**src/hdl/gnp_divider.sv**
```systemverilog
// ----------------------------------------------------------------------------
// gnp_divider
// Two-lane pipelined restoring divider, one quotient bit per stage, with a
// sideband bus that travels alongside.
// ----------------------------------------------------------------------------
module gnp_divider #(
  parameter int NB = 12,
  parameter int DW = 9,
  parameter int SW = 1
) (
  input  logic          clk,
  input  logic          rst,
  input  logic          en,
  input  logic          in_valid,
  input  logic [SW-1:0] side_in,
  input  logic [DW-1:0] rem_x_in,
  input  logic [DW-1:0] rem_y_in,
  input  logic [NB-1:0] num_x_in,
  input  logic [NB-1:0] num_y_in,
  input  logic [DW-1:0] div,
  output logic          out_valid,
  output logic [SW-1:0] side_out,
  output logic [NB-1:0] quo_x,
  output logic [NB-1:0] quo_y,
  output logic [DW-1:0] rem_x,
  output logic [DW-1:0] rem_y
);

  logic          vld [NB+1];
  logic [SW-1:0] sd  [NB+1];
  logic [DW-1:0] rxs [NB+1];
  logic [DW-1:0] rys [NB+1];
  logic [NB-1:0] nxs [NB+1];
  logic [NB-1:0] nys [NB+1];
  logic [NB-1:0] qxs [NB+1];
  logic [NB-1:0] qys [NB+1];

  assign vld[0] = in_valid;
  assign sd[0]  = side_in;
  assign rxs[0] = rem_x_in;
  assign rys[0] = rem_y_in;
  assign nxs[0] = num_x_in;
  assign nys[0] = num_y_in;
  assign qxs[0] = '0;
  assign qys[0] = '0;

  for (genvar k = 0; k < NB; k++) begin : g_step
    logic [DW:0]   tx;
    logic [DW:0]   ty;
    logic          gex;
    logic          gey;
    logic [NB-1:0] qx_next;
    logic [NB-1:0] qy_next;

    assign tx  = {rxs[k], nxs[k][NB-1-k]};
    assign ty  = {rys[k], nys[k][NB-1-k]};
    assign gex = tx >= {1'b0, div};
    assign gey = ty >= {1'b0, div};

    always_comb begin
      qx_next = qxs[k];
      qy_next = qys[k];
      qx_next[NB-1-k] = gex;
      qy_next[NB-1-k] = gey;
    end

    always_ff @(posedge clk) begin
      if (rst) begin
        vld[k+1] <= 1'b0;
      end else if (en) begin
        vld[k+1] <= vld[k];
      end
    end

    always_ff @(posedge clk) begin
      if (en) begin
        sd[k+1]  <= sd[k];
        nxs[k+1] <= nxs[k];
        nys[k+1] <= nys[k];
        rxs[k+1] <= gex ? DW'(tx - {1'b0, div}) : DW'(tx);
        rys[k+1] <= gey ? DW'(ty - {1'b0, div}) : DW'(ty);
        qxs[k+1] <= qx_next;
        qys[k+1] <= qy_next;
      end
    end
  end

  assign out_valid = vld[NB];
  assign side_out  = sd[NB];
  assign quo_x     = qxs[NB];
  assign quo_y     = qys[NB];
  assign rem_x     = rxs[NB];
  assign rem_y     = rys[NB];

endmodule

```
**config.mk**
```make
export PLATFORM = sky130hd
export DESIGN_NAME = gnp_divider
export DESIGN_NICKNAME = d
export VERILOG_FILES = /design/src/hdl/gnp_divider.sv
export SDC_FILE = /design/constraint.sdc
export NUM_CORES = 1
export LEC_CHECK = 0
export BUFFER_PORTS_ARGS = -buffer_cell sky130_fd_sc_hd__clkbuf_2
export CAP_MARGIN = 0
export CORE_UTILIZATION = 27
export CTS_CLUSTER_SIZE = 16
export DETAILED_ROUTE_END_ITERATION = 16
export PLACE_DENSITY = 0.37
export SKIP_CTS_REPAIR_TIMING = 1
export SLEW_MARGIN = 10
export SYNTH_ARGS = -nofsm -noshare
export SYNTH_HDL_FRONTEND = slang
export SYNTH_SLANG_ARGS = --single-unit
```
**constraint.sdc**
```tcl
create_clock -name clk -period 7.8 [get_ports clk]
set_clock_uncertainty 0.1 [all_clocks]
set_input_delay 0.39 -clock clk [delete_from_list [all_inputs] [get_ports clk]]
set_output_delay 0.39 -clock clk [all_outputs]
set_load 0.005 [all_outputs]
```
; ---- Word level (Yosys, flattened, before mapping)
; Index checks and enable logic that the tools add are counted.
[totals]
ff_bits = 528
in_bits = 56
out_inout_bits = 44
wordCells = 166
[op_classes]
addsub = 24
magnitude_cmp = 24
mux = 24
[ops]
columns = operator, n
row1 = $ge 10x9->1, 24
row2 = $mux 9, 24
row3 = $sub 9x9->9, 24

; ---- Depth between registers and ports, before layout
[depth]
depth_word = 2
ltp_mapped = 11
depth_no_buf = 10

; ---- Worst setup path after synthesis
; No wires, ideal clock.
[synth_timing]
kind = in2reg
from = in div[1]
to = reg rys (netlist bit rem_y[1]), data pin
arrival_ps = 3370
path_slack_ps = 4071
stages = 7
n_path_buf = 0
path_cell_list = inv_1 fa_1 a21o_1 a21oi_1 a311o_1 a22oi_4 mux2_2
[synth_via]
elab_chain_len = 2
[synth_lines]
columns = item, line
row1 = start: declaration, 20  ; input logic [DW-1:0] div,
row2 = $ge 10x9->1, 58  ; assign gey = ty >= {1'b0, div};
row3 = named net g_step[11].gey, 51  ; logic gey;
row4 = $mux 9, 81  ; rys[k+1] <= gey ? DW'(ty - {1'b0, div}) : DW'(ty);
row5 = end signal: indexed assignment, 81
row6 = end: declaration, 32  ; logic [DW-1:0] rys [NB+1];
; The timed path passes the listed nets, and every way through them passes these cells.
; A chain may end at the register's enable or synchronous reset.

; ---- Final worst setup path
[layout_timing]
from = in div[1]
to = reg rxs (netlist bit g_step[11].tx[5]), data pin
[layout_via]
elab_chain_len = 2
[layout_lines]
columns = item, line
row1 = $ge 10x9->1, 57  ; assign gex = tx >= {1'b0, div};
row2 = named net g_step[10].gex, 50  ; logic gex;
row3 = $mux 9, 80  ; rxs[k+1] <= gex ? DW'(tx - {1'b0, div}) : DW'(tx);
row4 = end signal: indexed assignment, 80
row5 = end: declaration, 31  ; logic [DW-1:0] rxs [NB+1];
; The timed path passes the listed nets, and every way through them passes these cells.

==> results.txt <==
The tools report the final worst-path setup slack as 4470 ps. Before CTS, the worst setup slack after placement is 3550 ps. The final routed DRC violation total came out at 0.

The root buffer cell chosen for the clock tree is clkbuf_16. The share of synthesized area occupied by flip-flops and latches is 57.5%. Entering global routing, the biggest net connects 167 pins. From synthesis to final layout, the design area changed by 17.3%. Among all stages on the critical path, the largest delay is contributed by buf_4. The number of global-route vias before repair came out at 17200. The Yosys step of the flow raised 0 warnings. The worst path uses 42.7% of the clock period. In this run the standard cell core region covers 100000 sq um.

For the global-route total usage across every layer, the log shows 12.3%. Synthesis instantiated 64 different standard cells from the library. The tool flagged a number of max-cap violations equal to 0.

After synthesis, the most frequently instantiated cells are edfxtp_1 (516), ha_1 (216), a21oi_1 (146), mux2_2 (146), nor2_1 (101). The biggest area contributor in the post-synthesis netlist is edfxtp_1. The flip-flop and latch count after synthesis works out to 528. The signal on the critical path passes through clkbuf_2 -> clkinv_2 -> buf_4 -> fa_1 -> a21oi_1 -> o221ai_1 -> o31ai_4 -> inv_4 -> mux2_4.

Among all flip-flop cells after synthesis, the most frequent one is edfxtp_1. The tools report the cell area after synthesis as 27400 sq um. The final wirelength is 62900 um, and the remaining antenna violation count after routing is 0.

For the number of nets in the layout, the log shows 2486. Ratio of total power to cell area: 378 nW/um^2. In the synthesized netlist, the number of instances is 1992.

Headroom to the max-slew limit came out at 31.4%. The critical path is of the input pin to register type. For the global-route wire length before repair, the log shows 98300 um. The kind of capture point of the worst setup path was a register. The number of max-slew violations in the final report was 0; the clock input transition at the sequential cells of the worst setup and hold paths was 60 ps. The horizontal die dimension was 320 um; the number of antenna violations at the first check in global routing was 1. The synthesized design contains 516 enable-type register cells. In this run the count of I/O pins placed on the die edge is 100. At the worst endpoint, the required time is 8050 ps.

The count of buffers added on input and output ports is 99. The number of optimization iterations in the first detailed-route pass was 5. The maximum clock rate was 300 MHz. The cell depth of the worst flop-to-flop path is 10. Initial cell density of the core: 27.3%. The flow ran to the end, and the final reports show no timing, DRC or antenna violations.

In the final timing run, aggregate negative setup slack is 0 ps. The worst hold path belongs to the class input pin to register. For the total of endpoints with negative setup slack in the final report, the log shows 0. For the area taken by multi-input logic gates, the log shows 11200 sq um.

The congestion estimate from routability-driven global placement came to 0.799. Once detailed placement completed, the half-perimeter wirelength came to 41100 um. The detail-routed via count per cell came out at 4.62. The worst endpoint data arrival time is 3590 ps. Of the cells placed in the final design, the portion with a size suffix greater than 1 is 17.9%. The leakage power summed over all cells was 12.0 nW; the number of nets in the synthesized netlist was 2288. By area the synthesized netlist is led by edfxtp_1 (57%), ha_1 (9.9%), mux2_2 (6.0%), xnor2_1 (3.0%), a21oi_1 (2.7%).

The worst-path maximum fanout is 26, and the fraction of registers with async set or reset after synthesis is 0%. The clock drives 528 sinks. Setup repair after global routing left no endpoint under its margin. Counting instances, the worst hold path has a depth of 2. Count of filler cells inserted in the layout: 9971.

On the worst path, the slowest cell contributes a delay of 540 ps. Dividing the detail-routed wire length by the instance count gives 17.5 um. A synthesized cell averages 13.7 sq um. For the number of endpoints with negative hold slack in the final report, the log shows 0.

TritonCTS built the clock tree. From bottom edge to top edge, the die measures 320 um. Subtracting the final worst setup slack from the clock period gives 3330 ps. In the final layout, flip-flops and latches occupy 15700 sq um. In this run the number of H-tree levels came out at 3. The die covers 103000 sq um. Summing over every cut layer, the via total after detailed routing is 16600. The clock reaches the later pin of the worst-skew pair after 610 ps. The run gives 3 as the maximum buffer depth of the clock tree. The number of clock buffers added by TritonCTS is 69.

In this run the biggest area consumer among cell types represents 56.6% of the synthesized area. The detailed router finished its first iteration with 930 violations. The most frequent cell after synthesis was edfxtp_1.

At the pin with the least slew margin, the transition time is 1030 ps. The run gives 116 as the number of cell rows. The antenna cell count is 0, and the overall overflow remaining after global route is 0. The critical path launch point type was an input pin. The worst-case vdd ir drop is 176 uV.
[critical path: cells and delay by family]
kind / cells / cell delay, ps
AO/OA/AOI/OAI: 3 / 1040
adder cells (fa/ha/maj): 1 / 530
multiplexers: 1 / 320
buffers and inverters: 4 / 1230
[sequential cells by signal (all words and copies together) (netlist names)]
name / flops
nxs: 55
g_step.qy_next: 66
rem_y: 9
quo_y: 12
nys: 55
quo_x: 12
rem_x: 9
side_out: 1
vld: 11
g_step.qx_next: 66
g_step.ty: 110
g_step.tx: 110
sd: 11
out_valid: 1
[cells by family after synthesis]
logic type                 after synthesis  share of synthesized area [%]
AOI/OAI and AO/OA                      469                           11.7
muxes                                  187                           7.54
DFF                                    528                           57.5
adders and majority gates              240                           11.6
and+or+nand+nor                        343                           6.35
buffers and inverters                  109                           1.59
xor gates and xnor gates               116                           3.71
[per-layer routing]
| layer | up-vias | track usage (%) | share of wire, % |
|---|---|---|---|
| li1 | 8190 | - | - |
| met2 | 287 | 19.9 | 46 |
| met5 | - | 0 | 0.021 |
| met4 | 2 | 4.58 | 2.7 |
| met1 | 8050 | 16.3 | 47 |
| met3 | 110 | 2.46 | 4.1 |
[per-stage QoR]
stage / util [%] / hold WS, ps / power (mW) / std cells / instance area [sq um]
finish: 32.0 / 36.0 / 12.2 / 3600 / 32100
global route: 32.0 / 10.1 / 13.0 / 3600 / 32100
CTS: 31.8 / -219 / 12.4 / 3576 / 31900
detailed placement: 29.6 / 305 / 9.08 / 3452 / 29700
global placement: 29.6 / 302 / 9.09 / 3452 / 29700
floorplan: - / 300 / 7.92 / 1992 / 27400
[power by group]
part | switching, mW | internal [mW]
clock network | 1.24 | 1.88
registers | 0.401 | 4.14
logic | 2.32 | 2.17
[path summary, 6_finish.rpt]
check	from	to	slack, ps
setup / recovery	div[1]	g_step[11].tx[5]$_DFFE_PP_	4470
hold / removal	rem_y_in[6]	g_step[1].ty[8]$_DFFE_PP_	40
setup reg to reg	g_step[8].ty[0]$_DFFE_PP_	g_step[9].ty[7]$_DFFE_PP_	4800
hold reg to reg	nys[125]$_DFFE_PP_	nys[113]$_DFFE_PP_	310
[layout make-up]
type | count | share of cell area (%)
Tap cell | 1357 | 5.28
Multi-Input combinational cell | 1355 | 35.0
Inverter | 99 | 1.17
Sequential cell | 528 | 49.0
Clock buffer | 82 | 5.72
Timing Repair Buffer | 137 | 2.73
Clock inverter | 42 | 1.15
[cell usage in the layout, fill, tap and decap left out, types with 69 or more instances in the layout]
cell type and instances:
xnor2_1 93, a21oi_1 146, inv_1 89, edfxtp_1 516, ha_1 216, clkbuf_16 72
nor2_1 101, clkbuf_2 98, o21ai_0 69, mux2_2 146
No activity file was read; power rests on OpenSTA's default activity.
